### src/rtl/core/phong_point_shader_assert.svh
// Assertion helpers for the shader core. Both use the clk and rst of the
// module that includes this file.
`ifndef PHONG_POINT_SHADER_ASSERT_SVH
`define PHONG_POINT_SHADER_ASSERT_SVH

// Condition must never be true outside reset.
`define PHS_ASSERT_NEVER(label, cond, msg) \
  label: assert property (@(posedge clk) disable iff (rst) !(cond)) else $error(msg);

// Antecedent implies consequent in the same cycle.
`define PHS_ASSERT_IMPLY(label, ante, cons, msg) \
  label: assert property (@(posedge clk) disable iff (rst) (ante) |-> (cons)) else $error(msg);

`endif

### src/rtl/core/phs_pkg.sv
`timescale 1ns / 1ps
package phs_pkg;

  localparam int Q_W        = 16;     // internal vector format, Q2.14
  localparam int FRAC       = 14;
  localparam int NL14_W     = 18;     // rounded N.L, positive only
  localparam int DL_W       = 16;     // diffuse color times light color
  localparam int VLEN_W     = 17;     // integer square root of V.V
  localparam int COS_W      = 15;     // cosine, 0 .. 1.0
  localparam int ONE_Q      = 16384;
  localparam int SHIN_RESET = 10;
  localparam int WDATA_W    = 24;
  localparam int IDX_W      = 2;
  localparam int FIFO_DEPTH = 4;
  localparam int PTR_W      = 2;
  localparam int CNT_W      = 3;

  // Register indexes
  localparam logic [IDX_W-1:0] REG_DIFFUSE   = 2'd0;
  localparam logic [IDX_W-1:0] REG_SPECULAR  = 2'd1;
  localparam logic [IDX_W-1:0] REG_SHININESS = 2'd2;

  typedef logic signed [Q_W-1:0] q14_t;

  // Work item handed from the front end to the shading pipeline
  typedef struct packed {
    q14_t [2:0]            n;
    q14_t [2:0]            l;
    q14_t [2:0]            v;
    logic [2:0][7:0]       lc;
    logic [NL14_W-1:0]     nl14;
    logic                  lit;
  } front_item_t;

  // Context carried alongside the specular math
  typedef struct packed {
    logic                  lit;
    logic [NL14_W-1:0]     nl14;
    logic [2:0][DL_W-1:0]  dl;
  } ctx_t;

  typedef struct packed {
    logic [CNT_W-1:0] count;
    logic             full;
    logic             empty;
  } fifo_stat_t;

endpackage

### src/rtl/core/phs_fifo.sv
`timescale 1ns / 1ps
module phs_fifo
  import phs_pkg::*;
(
  input  logic        clk,
  input  logic        rst,
  input  logic        push,
  input  front_item_t wr_item,
  input  logic        pop,
  output front_item_t head,
  output fifo_stat_t  stat
);

  front_item_t      slots [FIFO_DEPTH];
  logic [PTR_W-1:0] wr_ptr, rd_ptr;
  logic [CNT_W-1:0] count;

  // Store incoming transaction
  always_ff @(posedge clk) begin
    if (push) begin
      slots[wr_ptr] <= wr_item;
    end
  end

  // Advance pointers and occupancy
  always_ff @(posedge clk) begin
    if (rst) begin
      wr_ptr <= '0;
      rd_ptr <= '0;
      count  <= '0;
    end else begin
      if (push) wr_ptr <= wr_ptr + 1'b1;
      if (pop)  rd_ptr <= rd_ptr + 1'b1;
      count <= count + CNT_W'(push) - CNT_W'(pop);
    end
  end

  assign head       = slots[rd_ptr];
  assign stat.count = count;
  assign stat.full  = (count == CNT_W'(FIFO_DEPTH));
  assign stat.empty = (count == '0);

endmodule

### config.mk
export PLATFORM = sky130hd
export DESIGN_NAME = phs_fifo
export DESIGN_NICKNAME = d
export VERILOG_FILES = /design/src/rtl/core/phong_point_shader_assert.svh /design/src/rtl/core/phs_pkg.sv /design/src/rtl/core/phs_fifo.sv
export SDC_FILE = /design/constraint.sdc
export NUM_CORES = 1
export LEC_CHECK = 0
export BUFFER_PORTS_ARGS = -buffer_cell sky130_fd_sc_hd__buf_2
export CAP_MARGIN = 20
export CORE_ASPECT_RATIO = 0.75
export CORE_MARGIN = 5
export CORE_UTILIZATION = 35
export CTS_CLUSTER_DIAMETER = 40
export DETAILED_ROUTE_END_ITERATION = 12
export GPL_ROUTABILITY_DRIVEN = 0
export GPL_TIMING_DRIVEN = 0
export PLACE_DENSITY = 0.58
export SLEW_MARGIN = 5
export SYNTH_ARGS = -nofsm -noshare
export SYNTH_HDL_FRONTEND = slang
export SYNTH_SLANG_ARGS = --single-unit
### constraint.sdc
create_clock -name clk -period 6.15 [get_ports clk]
set_input_delay 1.23 -clock clk [delete_from_list [all_inputs] [get_ports clk]]
set_output_delay 1.23 -clock clk [all_outputs]
set_load 0.005 [all_outputs]
# Yosys cells after proc, flatten, opt, wreduce, memory -nomap -nowiden

Memories as Yosys holds them, arrays and structs flattened. A register that Yosys moved wholly into a read port is not among the register bits.
Index checks and enable logic that the tools add are counted.
Widths: inputs -> output; s select.

Add/sub/neg operators: 4
Equal/unequal tests: 1
Mux-type cells: 4
Reductions and logical operators: 1

Operators with widths:

| cell                | count |
|---|---|
| $add 2x1->2 const B | 2 |
| $mux 2              | 2 |
| $add 3x1->3         | 1 |
| $eq 3x3->1 const B  | 1 |
| $logic_not 3->1     | 1 |
| $sub 3x1->3         | 1 |
| $mux 1              | 2 |

Register bits after elaboration: 7
Memory bits (writable): 748
Input bits: 191
Output and inout port bits: 192
Word-level logic and storage cells: 14
Memories: 1

Memories:

| memory | words | bits a word | rd ports | clocked after memory_dff | write ports | RTL line       | text |
|---|---|---|---|---|---|---|---|
| slots  | 4     | 187         | 1        | 1                        | 1           | phs_fifo.sv:14 | `front_item_t slots [FIFO_DEPTH];` |

# Longest topological paths before layout

Word-level depth: 3
Depth in mapped cells: 7
Gate-level depth less buffers: 7

# Worst setup path after synthesis

Ideal clock, no wire load.

Kind: input to register
Start point: input port push
End point: memory slots[0][0] in the netlist's numbering (enable)
Library setup time: 0.569 ns
Arrival time: 5.478 ns
Data required time: 5.581 ns
Setup slack: 0.103 ns
Cell stages on the path: 1
Buffers on the path: 0
Cells stage by stage: and2_1

Cells in the longest elaborated chain, start to end: 2

Ends and longest elaborated chain:

| element                      | RTL line       | text |
|---|---|---|
| start: declaration           | phs_fifo.sv:7  | `input logic push,` |
| $mux 1                       | phs_fifo.sv:20 | `if (push) begin` |
| $mux 1 (not written as such) | phs_fifo.sv:21 | `slots[wr_ptr] <= wr_item;` |
| end: declaration             | phs_fifo.sv:14 |  |

No other way between the ends.

==> metrics.md <==
| Metric | Value |
|---|---|
| Core Box Area | `77290 um2` |
| First DRT Iteration DRCs | `~700` |
| Register area share after synthesis | `between 80% and 90%` |
| R2R Setup Slk | `3770 ps` |
| Slowest cell on the critical path | `clkbuf_1` |
| RSZ-0062 raised after global routing | `false` |
| Finished Layout Cells | `about 2600` |
| Total Wirelength | `56.54 mm` |
| Hold_sp | `rd_ptr[1]$_SDFFE_PP0P_` |
| Final hold vios | `0` |
| Crit-path max FO | `10` |
| Startpoint Class | `flip-flop` |
| Post-synth top area cell | `edfxtp_1` |
| Pre-CTS WS | `between 2000 and 2500 ps` |
| Worst path bufs/invs | `4` |
| Syn Std Cell Area | `around 27000 um2` |
| Crit Path Class | `reg -> out` |
| R2r worst-path depth | `5` |
| Drt wl/cell | `around 22 um` |
| Vias in the first global route | `~13000` |
| Largest net degree at the start of global routing | `53` |
| Worst IR Drop VDD | `0.0002172 V` |
| Fin Clk Skew | `25.51 ps` |
| Cts bufs inserted | `90` |
| Die ar. | `between 80000 and 90000 um2` |
| Drt first pass iters | `4` |
| Clk_lat worst skew | `slightly above 600 ps` |
| Post-route worst setup slack | `approximately 2000 ps` |
| Net count after synthesis | `around 1200` |
| Die Span Y | `252.4 um` |
| R2R Path End | `slots[0][125]$_DFFE_PP_` |
| # port buffers | `approximately 380` |
| WHS | `about 540 ps` |
| Filler cells | `around 6600` |
| Post-Syn Instances | `1019` |
| Distinct cells, synth | `20` |
| Antenna Nets Post-Route | `0` |
| Synthesized flop and latch total | `757` |
| Synth warnings | `0` |
| Worst r2r src | `wr_ptr[0]$_SDFFE_PP0P_` |
| Clk buf depth | `3` |
| Worst path cell trace | `buf_2 -> clkbuf_1 -> buf_2 -> mux4_2 -> buf_2` |
| Hold buffer count at cts | `0` |
| H-tree depth | `3` |
| CP max stage delay | `between 700 and 800 ps` |
| Top post-synthesis cells by area | `edfxtp_1 82%, mux4_2 15%, dfxtp_1 0.66%` |
| Max Clock Freq | `~0.24 GHz` |
| Final Critical Period | `around 4200 ps` |
| Via density | `4.756` |
| # setup viols final | `0` |
| Final net count | `around 1700` |
| Layout cell share with drive strength beyond 1 | `roughly half` |
| Critical Path Sink Type | `output port` |
| Outcome | `finished clean` |
| Post-CTS Setup Bufs | `0` |
| Total grt overflow | `0` |
| Placed Instances | `2449` |
| Crit share post-route | `68.16%` |
| # Max-Cap Violations | `0` |
| LEAKAGE | `between 10 and 15 nW` |
| CTS tree | `yes` |
| Worst min path class | `reg -> reg` |
| Row cnt | `around 90` |
| Worst path most repeated cell | `buf_2` |
| Arrival @ worst endpoint | `between 2000 and 3000 ps` |
| CTS Root Cell | `clkbuf_16` |
| Final slew viol count | `0` |
| Post-synth top area share | `between 80 and 90%` |
| Die width | `approximately 330 um` |
| Io pins | `383` |
| First-pass GRT wire length | `between 80 and 90 mm` |
| Drc violations | `0` |
| Initial antenna violation count | `16` |
| DP HPWL | `36.09 mm` |
| Clock Pin Slew Worst Setup and Hold Paths | `50 ps` |
| Gr usage total | `around an eighth` |
| Hold depth | `2` |
| Area Overhead vs Synth | `24.07%` |
| Syn_area_per_cell | `around 27 um2` |
| Max-slew headroom at the worst pin | `between 30% and 40%` |
| PD cells | `roughly 360 nW/um2` |
| DR vias | `approximately 12000` |
| Initial Util | `approximately 35%` |
| Post-CTS resize count | `0` |
| Pwr Total | `about 12 mW` |
| Fin util | `between 40% and 50%` |
| Sink Count | `around 760` |
| Least-Margin Pin Slew | `~900 ps` |
| Crit path max-delay family | `buffers and inverters` |
| Crit path required time | `~4900 ps` |
layer usage:
| metal | vias to the layer above | GRT usage (%) | share of wire, % | wire (um) |
|---|---|---|---|---|
| li1 | 5451 | - | - | - |
| met3 | 105 | 5.404 | 8.6 | 4854 |
| met5 | - | 0 | 0.18 | 103 |
| met4 | 18 | 3.611 | 2.0 | 1132 |
| met1 | 6567 | 17.30 | 41 | 23400 |
| met2 | 334 | 20.97 | 48 | 27060 |
worst max path at each step:
stage / startpoint / to / slack [ps] / depth (start not counted)
after floorplan: push / slots[0][0]$_DFFE_PP_ / 100 / 1
after global placement: push / slots[1][60]$_DFFE_PP_ / -4080 / 2
after detailed placement: flip-flop / head[77] / 2450 / 5
after CTS: flip-flop / head[77] / 1750 / 5
after global routing: flip-flop / head[75] / 1700 / 5
final: flip-flop / head[77] / 1960 / 5
through the flow:
stage | cell area [um2] | setup TNS (ps)
after floorplan | 27420 | 0
after global placement | 30620 | -3002230
after detailed placement | 30970 | 0
after CTS | 34000 | 0
after global routing | 34000 | 0
final | 34010 | 0
cell usage after synthesis:
cell and count:
a21bo_2 1, a21oi_1 1, and2_1 4, and3_1 1
buf_2 20, buf_6 16, clkbuf_1 6, dfxtp_1 9
edfxtp_1 748, fa_1 1, ha_1 6, inv_1 6
mux2i_1 1, mux4_2 187, nand3b_1 1, nor2_1 5
nor2b_1 2, nor3_1 1, xnor2_1 2, xor3_1 1
worst min-delay path, cell delays in order, from the launching register on:
cell and delay, ps:
dfxtp_1 320, nand3b_1 100, a21oi_1 70
cell usage in the layout (no fill, tap or decap), types with 3 or more instances in the layout:
| cell | n |
|---|---|
| and2_4 | 4 |
| buf_16 | 11 |
| buf_2 | 402 |
| buf_6 | 16 |
| bufinv_16 | 8 |
| clkbuf_1 | 13 |
| clkbuf_16 | 91 |
| clkinv_1 | 8 |
| clkinv_2 | 15 |
| clkinv_4 | 8 |
| clkinv_8 | 3 |
| clkinvlp_4 | 10 |
| dfxtp_1 | 9 |
| diode_2 | 7 |
| edfxtp_1 | 748 |
| ha_1 | 6 |
| inv_1 | 6 |
| inv_6 | 13 |
| inv_8 | 3 |
| mux4_2 | 187 |
| nor2_1 | 5 |
power by group:
| group | total [mW] | internal, mW | switching [mW] |
|---|---|---|---|
| sequential | 5.98 | 5.93 | 0.0488 |
| combinational | 1.05 | 0.508 | 0.539 |
| clock | 5.22 | 3.11 | 2.12 |
registers in the layout, summed over array words and instances, names as in the netlist, named ones only:
register,cells
rd_ptr,2
wr_ptr,2
slots,748
count,3
area by class of cell:
cell class / count / area (um2) / area share [%]
Sequential cell: 757 / 22640 / 66.57
Multi-Input combinational cell: 214 / 4458 / 13.11
Clock buffer: 98 / 2303 / 6.772
Timing Repair Buffer: 395 / 2255 / 6.629
Tap cell: 1035 / 1295 / 3.807
Clock inverter: 69 / 716.9 / 2.108
Buffer: 42 / 302.8 / 0.8902
Inverter: 6 / 22.52 / 0.06622
Antenna cell: 7 / 17.52 / 0.05150
logic make-up (layout without fill, tap and decap cells):
| logic type | after synthesis | in the layout | synth area share (%) |
|---|---|---|---|
| adders and majority gates | 7 | 7 | 0.3469 |
| and+or+nand+nor | 14 | 14 | 0.2738 |
| muxes | 188 | 188 | 15.40 |
| AOI/OAI and AO/OA | 2 | 2 | 0.05475 |
| other | 0 | 7 | 0 |
| buffers and inverters | 48 | 610 | 1.187 |
| DFF | 757 | 757 | 82.59 |
| xor gates and xnor gates | 3 | 3 | 0.1506 |
(Power assumes the default switching activity.)
