File: src/rtl/core/phong_point_shader_assert.svh
// Assertion helpers for the shader core. Both use the clk and rst of the
// module that includes this file.
`ifndef PHONG_POINT_SHADER_ASSERT_SVH
`define PHONG_POINT_SHADER_ASSERT_SVH

// Condition must never be true outside reset.
`define PHS_ASSERT_NEVER(label, cond, msg) \
  label: assert property (@(posedge clk) disable iff (rst) !(cond)) else $error(msg);

// Antecedent implies consequent in the same cycle.
`define PHS_ASSERT_IMPLY(label, ante, cons, msg) \
  label: assert property (@(posedge clk) disable iff (rst) (ante) |-> (cons)) else $error(msg);

`endif

File: src/rtl/core/phs_pkg.sv
`timescale 1ns / 1ps
package phs_pkg;

  localparam int Q_W        = 16;     // internal vector format, Q2.14
  localparam int FRAC       = 14;
  localparam int NL14_W     = 18;     // rounded N.L, positive only
  localparam int DL_W       = 16;     // diffuse color times light color
  localparam int VLEN_W     = 17;     // integer square root of V.V
  localparam int COS_W      = 15;     // cosine, 0 .. 1.0
  localparam int ONE_Q      = 16384;
  localparam int SHIN_RESET = 10;
  localparam int WDATA_W    = 24;
  localparam int IDX_W      = 2;
  localparam int FIFO_DEPTH = 4;
  localparam int PTR_W      = 2;
  localparam int CNT_W      = 3;

  // Register indexes
  localparam logic [IDX_W-1:0] REG_DIFFUSE   = 2'd0;
  localparam logic [IDX_W-1:0] REG_SPECULAR  = 2'd1;
  localparam logic [IDX_W-1:0] REG_SHININESS = 2'd2;

  typedef logic signed [Q_W-1:0] q14_t;

  // Work item handed from the front end to the shading pipeline
  typedef struct packed {
    q14_t [2:0]            n;
    q14_t [2:0]            l;
    q14_t [2:0]            v;
    logic [2:0][7:0]       lc;
    logic [NL14_W-1:0]     nl14;
    logic                  lit;
  } front_item_t;

  // Context carried alongside the specular math
  typedef struct packed {
    logic                  lit;
    logic [NL14_W-1:0]     nl14;
    logic [2:0][DL_W-1:0]  dl;
  } ctx_t;

  typedef struct packed {
    logic [CNT_W-1:0] count;
    logic             full;
    logic             empty;
  } fifo_stat_t;

endpackage

File: src/rtl/core/phs_in_if.sv
`timescale 1ns / 1ps
interface phs_in_if #(parameter int VEC_BITS = 16);
  logic                       valid;
  logic                       ready;
  logic signed [VEC_BITS-1:0] normal_x;
  logic signed [VEC_BITS-1:0] normal_y;
  logic signed [VEC_BITS-1:0] normal_z;
  logic signed [VEC_BITS-1:0] light_x;
  logic signed [VEC_BITS-1:0] light_y;
  logic signed [VEC_BITS-1:0] light_z;
  logic signed [VEC_BITS-1:0] view_x;
  logic signed [VEC_BITS-1:0] view_y;
  logic signed [VEC_BITS-1:0] view_z;
  logic [7:0]                 light_red;
  logic [7:0]                 light_green;
  logic [7:0]                 light_blue;

  modport source (output valid, normal_x, normal_y, normal_z, light_x, light_y, light_z,
                  view_x, view_y, view_z, light_red, light_green, light_blue,
                  input ready);
  modport sink (input valid, normal_x, normal_y, normal_z, light_x, light_y, light_z,
                view_x, view_y, view_z, light_red, light_green, light_blue,
                output ready);
endinterface

File: src/rtl/core/phs_front.sv
`timescale 1ns / 1ps
module phs_front
  import phs_pkg::*;
#(
  parameter int VEC_BITS = 16
) (
  input  logic        clk,
  input  logic        rst,
  phs_in_if.sink      hit,
  input  fifo_stat_t  stat,
  output logic        push,
  output front_item_t item
);

  logic [VEC_BITS-1:0] raw [9];
  q14_t                q   [9];
  logic                accept;

  logic                f1_v;
  q14_t [2:0]          f1_n, f1_l, f1_v3;
  logic signed [31:0]  f1_nl [3];
  logic [2:0][7:0]     f1_lc;

  logic                f2_v;
  logic signed [33:0]  nl_sum;
  logic [33:0]         nl_rnd;

  assign raw[0] = hit.normal_x;
  assign raw[1] = hit.normal_y;
  assign raw[2] = hit.normal_z;
  assign raw[3] = hit.light_x;
  assign raw[4] = hit.light_y;
  assign raw[5] = hit.light_z;
  assign raw[6] = hit.view_x;
  assign raw[7] = hit.view_y;
  assign raw[8] = hit.view_z;

  // Bring each field to Q2.14: drop low bits or append zeros
  for (genvar i = 0; i < 9; i++) begin : g_q14
    if (VEC_BITS >= Q_W) begin : g_wide
      assign q[i] = Q_W'(raw[i] >> (VEC_BITS - Q_W));
    end else begin : g_narrow
      assign q[i] = {raw[i], {(Q_W - VEC_BITS){1'b0}}};
    end
  end

  // Accept only with room reserved in the queue for items in flight
  assign hit.ready = ((CNT_W + 1)'(stat.count) + (CNT_W + 1)'(f1_v) + (CNT_W + 1)'(f2_v))
                     < (CNT_W + 1)'(FIFO_DEPTH);
  assign accept = hit.valid & hit.ready;

  // Stage 1: register vectors and N.L partial products
  always_ff @(posedge clk) begin
    if (rst) begin
      f1_v <= 1'b0;
    end else begin
      f1_v <= accept;
    end
  end

  always_ff @(posedge clk) begin
    for (int i = 0; i < 3; i++) begin
      f1_n[i]  <= q[i];
      f1_l[i]  <= q[3 + i];
      f1_v3[i] <= q[6 + i];
      f1_nl[i] <= $signed(q[i]) * $signed(q[3 + i]);
    end
    f1_lc[2] <= hit.light_red;
    f1_lc[1] <= hit.light_green;
    f1_lc[0] <= hit.light_blue;
  end

  // Stage 2: sum N.L, classify facing, round to Q.14
  assign nl_sum = 34'(f1_nl[0]) + 34'(f1_nl[1]) + 34'(f1_nl[2]);
  assign nl_rnd = nl_sum + 34'(1 << (FRAC - 1));

  always_ff @(posedge clk) begin
    if (rst) begin
      f2_v <= 1'b0;
    end else begin
      f2_v <= f1_v;
    end
  end

  always_ff @(posedge clk) begin
    item.n    <= {f1_n[2], f1_n[1], f1_n[0]};
    item.l    <= {f1_l[2], f1_l[1], f1_l[0]};
    item.v    <= {f1_v3[2], f1_v3[1], f1_v3[0]};
    item.lc   <= f1_lc;
    item.lit  <= (nl_sum > 34'sd0);
    item.nl14 <= (nl_sum > 34'sd0) ? nl_rnd[FRAC +: NL14_W] : '0;
  end

  assign push = f2_v;

endmodule

File: src/flat_wrapper.sv
// flat-port wrapper written by rule: the top's interface ports become plain ports
module phs_front_flat import phs_pkg::*;
#(
  parameter int VEC_BITS = 16
)
  (clk, rst, stat, push, item, hit_valid, hit_normal_x, hit_normal_y, hit_normal_z, hit_light_x, hit_light_y, hit_light_z, hit_view_x, hit_view_y, hit_view_z, hit_light_red, hit_light_green, hit_light_blue, hit_ready);
  phs_in_if #(.VEC_BITS(VEC_BITS)) hit_i ();
  input  logic clk;
  input  logic rst;
  input  fifo_stat_t stat;
  output logic push;
  output front_item_t item;
  input wire logic [$bits(hit_i.valid)-1:0] hit_valid;
  input wire logic [$bits(hit_i.normal_x)-1:0] hit_normal_x;
  input wire logic [$bits(hit_i.normal_y)-1:0] hit_normal_y;
  input wire logic [$bits(hit_i.normal_z)-1:0] hit_normal_z;
  input wire logic [$bits(hit_i.light_x)-1:0] hit_light_x;
  input wire logic [$bits(hit_i.light_y)-1:0] hit_light_y;
  input wire logic [$bits(hit_i.light_z)-1:0] hit_light_z;
  input wire logic [$bits(hit_i.view_x)-1:0] hit_view_x;
  input wire logic [$bits(hit_i.view_y)-1:0] hit_view_y;
  input wire logic [$bits(hit_i.view_z)-1:0] hit_view_z;
  input wire logic [$bits(hit_i.light_red)-1:0] hit_light_red;
  input wire logic [$bits(hit_i.light_green)-1:0] hit_light_green;
  input wire logic [$bits(hit_i.light_blue)-1:0] hit_light_blue;
  output wire logic [$bits(hit_i.ready)-1:0] hit_ready;
  assign hit_i.valid = hit_valid;
  assign hit_i.normal_x = hit_normal_x;
  assign hit_i.normal_y = hit_normal_y;
  assign hit_i.normal_z = hit_normal_z;
  assign hit_i.light_x = hit_light_x;
  assign hit_i.light_y = hit_light_y;
  assign hit_i.light_z = hit_light_z;
  assign hit_i.view_x = hit_view_x;
  assign hit_i.view_y = hit_view_y;
  assign hit_i.view_z = hit_view_z;
  assign hit_i.light_red = hit_light_red;
  assign hit_i.light_green = hit_light_green;
  assign hit_i.light_blue = hit_light_blue;
  assign hit_ready = hit_i.ready;
  phs_front #(.VEC_BITS(VEC_BITS)) u_core (.clk(clk), .rst(rst), .hit(hit_i), .stat(stat), .push(push), .item(item));
endmodule
File: config.mk
export PLATFORM = sky130hd
export DESIGN_NAME = phs_front_flat
export DESIGN_NICKNAME = d
export VERILOG_FILES = /design/src/rtl/core/phong_point_shader_assert.svh /design/src/rtl/core/phs_pkg.sv /design/src/rtl/core/phs_in_if.sv /design/src/rtl/core/phs_front.sv /design/src/flat_wrapper.sv
export SDC_FILE = /design/constraint.sdc
export NUM_CORES = 2
export LEC_CHECK = 0
export BUFFER_PORTS_ARGS = -buffer_cell sky130_fd_sc_hd__buf_2
export CAP_MARGIN = 25
export CELL_PAD_IN_SITES_DETAIL_PLACEMENT = 1
export CELL_PAD_IN_SITES_GLOBAL_PLACEMENT = 1
export CORE_ASPECT_RATIO = 0.5
export CORE_UTILIZATION = 35
export DETAILED_ROUTE_END_ITERATION = 8
export PLACE_DENSITY = 0.67
export REMOVE_ABC_BUFFERS = 1
export SLEW_MARGIN = 10
export SYNTH_ARGS = -nofsm -noshare
export SYNTH_HDL_FRONTEND = slang
export SYNTH_SLANG_ARGS = --single-unit
File: constraint.sdc
create_clock -name clk -period 6.8 [get_ports clk]
set_input_delay 0.34 -clock clk [delete_from_list [all_inputs] [get_ports clk]]
set_output_delay 0.34 -clock clk [all_outputs]
set_load 0.02 [all_outputs]
# After elaboration in Yosys (flattened, before gate mapping)
# Memory sizes are Yosys's and may differ from the RTL's.
# Index checks and enable logic that the tools add are counted.
[classes]
mul = 3
add_sub_neg = 5
n_bitwise = 1
order_cmp = 2
[ops]
columns = ["cell", "count"]
rows = [
  ["16-bit by 16-bit multiplier with 32-bit output", 3],
  ["33-bit by 32-bit adder with 34-bit output", 1],
  ["34-bit by 1-bit > comparator with 1-bit output (second input constant)", 1],
  ["32-bit by 32-bit adder with 33-bit output", 1],
  ["32-bit by 15-bit adder with 32-bit output (second input constant)", 1],
  ["3-bit by 1-bit adder with 4-bit output", 1],
  ["4-bit by 1-bit adder with 4-bit output", 1],
  ["4-bit by 3-bit < comparator with 1-bit output (second input constant)", 1],
  ["1-bit bitwise AND", 1],
]
[word_totals]
ram_bits = 96
ff_bits = 357
out_inout_bits = 189
n_memories = 1
elab_cells = 40
[memory_table]
columns = ["name", "depth", "word_bits", "rd", "rd_clocked_by_memory_dff", "write_ports", "line_no", "text"]
rows = [
  ["u_core.f1_nl", 3, 32, 3, 0, 3, "phs_front.sv:21", "logic signed [31:0] f1_nl [3];"],
]

# Longest topological paths before layout
[logic_depth]
word_depth = 4
ltp_mapped = 25

# Worst setup path after synthesis
# Ideal clock, no wire load.
[synth_timing]
kind = "in2reg"
start = "input hit_light_y[1]"
end = "memory u_core.f1_nl[1][31] (netlist: u_core.f1_nl[0][63])"
path_buffers = 1
arrival_time_ns = 6.379
setup_time_ns = 0.072
slack_ns = 0.349
path_stages = 23
cell_sequence = "clkbuf_1 nand2_1 inv_1 fa_1 fa_1 fa_1 fa_1 fa_1 inv_1 fa_1 inv_1 ha_1 a21o_1 a21o_1 a21o_1 a21o_1 a21o_1 a21o_1 a22o_1 or4_1 a31o_2 a21oi_1 xnor2_1"
[synth_lines]
columns = ["item", "line_no", "text"]
rows = [
  ["start, declared", "flat_wrapper.sv:18", "input wire logic [$bits(hit_i.light_y)-1:0] hit_light_y;"],
  ["end, declared", "phs_front.sv:21", ""],
]

==> results.md <==
* First-pass GRT wire length at 180300 um
* Num CTS Buffers at 45
* Final Hold Vio Count at 0
* Top FF cell, synth: dfxtp_1
* Placement Rows at 88
* Setup TNS at 0 ns
* Routability cong. at 0.8298
* Initial antenna violation count at 3
* Die ar. at 0.1196 sq mm
* Fin. max-slew vios at 0
* Worst-path clk slew at 0.06 ns
* Worst EP required at 7.35 ns
* Max capacitance violation total at 0
* Clk root buf: clkbuf_16
* Clock Path Buffers at 3
* Clock sink total at 453
* Slew @ Worst Pin at 0.8087 ns
* Chip Height at 245.0 um
* Routed Antenna Nets at 0
* Final #Nets at 5804
* Syn avg cell area at 10.24 sq um
* Yosys reg bits at 453
* Drc violations at 0
* Commonest cells after routing, fill and taps aside: inv_1, fa_1, dfxtp_1
* Final setup viols at 0
* DR iter-0 viols at 1335
* Setup crit start: hit_light_y[15]
* Placed instance area at 0.04527 sq mm
* TritonCTS clock tree: yes
* DRT Wirelength at 110600 um
* Clock Skew at 0.02547 ns
* Mapped Area at 0.04133 sq mm
* CP arrival at 7.03 ns
* Area Overhead vs Synth at 15.87%
* FF/Latch Area at 0.009069 sq mm
* YS warnings at 0
* Highest clock rate at 154.2 MHz
* Slew Limit Headroom at 45.72%
* HP Start: hit_light_z[12]
* DR WL/cell at 18.01 um
* RSZ-0062 raised after global routing: false
* Synthesized instance count at 4037
* Clk_lat worst skew at 0.63 ns
* Critical Path End Type: register
* Vias at 28830
* Chip Width at 488.0 um
* Final Cell Area at 0.04789 sq mm
* Startpoint types: input port
* PortBufs at 362
* Library cells used by synthesis at 77
* Initial Util at 35.58%
* Hpwl dp at 90380 um
* Total grt overflow at 0
* Async SR Flop Fraction at 0%
* H-tree Lvls at 2
* Post-synth EDFFs at 0
* Post-layout minimum cycle time at 6.484 ns
* GR Util All Layers at 19.22%
* Core Footprint at 0.1162 sq mm
* Vias in the first global route at 33180
* DR vias/cell at 4.695
* Fill cells at 13110
* Final period util at 95.36%
* Num ports at 365
* R2R Path Start: u_core.f1_nl[0][65]
* Worst-path maximum fanout at 7
* Seq/Total Area, Yosys at 21.94%
* Proportion of layout cells with a drive suffix above 1 at 11.97%
* Classification of the worst-slack hold path: in -> reg
* Outcome: completed
* Multi-input gate area at 0.02860 sq mm
* Largest net degree at the start of global routing at 20
* Commonest non-fill, non-tap cell in the layout: inv_1
* First-pass detailed-route iteration total at 5
* Kind of critical path: in -> reg
-- per-layer routing --
layer | part of all wire [%] | vias to the layer above | global-route usage, %
li1 | - | 13110 | -
met1 | 44 | 15170 | 25.78
met2 | 50 | 445 | 33.17
met3 | 4.1 | 105 | 2.410
met4 | 1.8 | 0 | 3.987
met5 | 0 | - | 0
-- sequential cells by signal (all words and copies together), names as in the netlist --
register and flops:
u_core.item 187, u_core.f1_nl 96, u_core.f1_l 48, u_core.f1_n 48, u_core.f1_v3 48, u_core.f1_lc 24
u_core.f1_v 1, u_core.push 1
-- metrics by stage --
stage	instances	utilization, %	hold WS, ns	setup WS, ns
after floorplan	3928	-	0.3096	0.5579
after global placement	5943	38.97	0.3096	0.1938
after detailed placement	5943	38.97	0.3132	0.1019
after CTS	6136	41.20	0.0004124	0.2504
after global routing	6139	41.23	0.01305	0.001066
final	6139	41.23	0.05362	0.3157
-- critical path, cell delays in order --
cell and delay [ns]:
dlygate4sd3_1 0.53, buf_2 0.19, inv_1 0.31, buf_4 0.25, nor2_1 0.08, fa_1 0.52, fa_1 0.45, fa_1 0.53
fa_1 0.43, fa_1 0.49, inv_1 0.05, fa_1 0.47, inv_1 0.04, ha_1 0.28, a21o_1 0.16, a21o_1 0.17
a21o_1 0.17, a21o_1 0.16, a21o_1 0.17, a22o_1 0.24, or4_1 0.44, a31o_2 0.25, a21oi_1 0.16, xnor2_1 0.13
-- synthesized netlist by cell type, types with 8 or more instances --
cell type | n | area [sq um]
inv_1 | 866 | 3251
fa_1 | 819 | 16400
dfxtp_1 | 453 | 9069
nand2_1 | 399 | 1498
and2_1 | 377 | 2359
ha_1 | 280 | 3503
clkbuf_1 | 102 | 382.9
nor2_1 | 101 | 379.1
xnor2_1 | 99 | 867.1
a21oi_1 | 86 | 430.4
a21o_1 | 58 | 435.4
o21ai_0 | 39 | 195.2
xor2_1 | 37 | 324.1
nand3_1 | 36 | 180.2
nor3_1 | 32 | 160.2
nand2b_1 | 27 | 168.9
and3_1 | 19 | 118.9
a31oi_1 | 16 | 100.1
o21a_1 | 15 | 112.6
o21bai_1 | 15 | 112.6
nand4_1 | 11 | 68.82
o2111ai_1 | 9 | 78.83
or3_1 | 9 | 56.30
nor2b_1 | 8 | 50.05
o21ai_1 | 8 | 40.04
-- layout make-up --
type | instances | share of cell area [%]
Multi-Input combinational cell | 2608 | 59.72
Sequential cell | 453 | 18.94
Timing Repair Buffer | 554 | 7.399
Inverter | 867 | 6.795
Tap cell | 1575 | 4.115
Clock buffer | 57 | 2.529
Clock inverter | 22 | 0.4938
Antenna cell | 3 | 0.01567
-- kinds of logic after synthesis --
group | synth area share (%)
AO/OA/AOI/OAI | 5.104
adder cells (fa/ha/maj) | 48.14
buffers and inverters | 8.909
flip-flops | 21.94
AND/OR/NAND/NOR | 13.00
XOR/XNOR | 2.882
multiplexers | 0.02724
-- final timing paths --
path,depth (start not counted),slack [ns],to
worst max-delay path,24,0.32,u_core.f1_nl[0][63]
worst min-delay path,1,0.05,u_core.f1_l[44]
worst max register to register,15,1.40,u_core.item[8]
worst min register to register,0,0.32,u_core.item[145]
-- timing repair --
item,4_1_cts,5_1_grt
hold buffers,114,0
endpoints found under the setup margin,0,2
buffers inserted,0,0
hold endpoints to repair,113,0
gates resized for setup,0,6
Power is left out: the tool's default activity adds up to more than one toggle a clock period on the data nets, which glitch-free logic cannot reach.
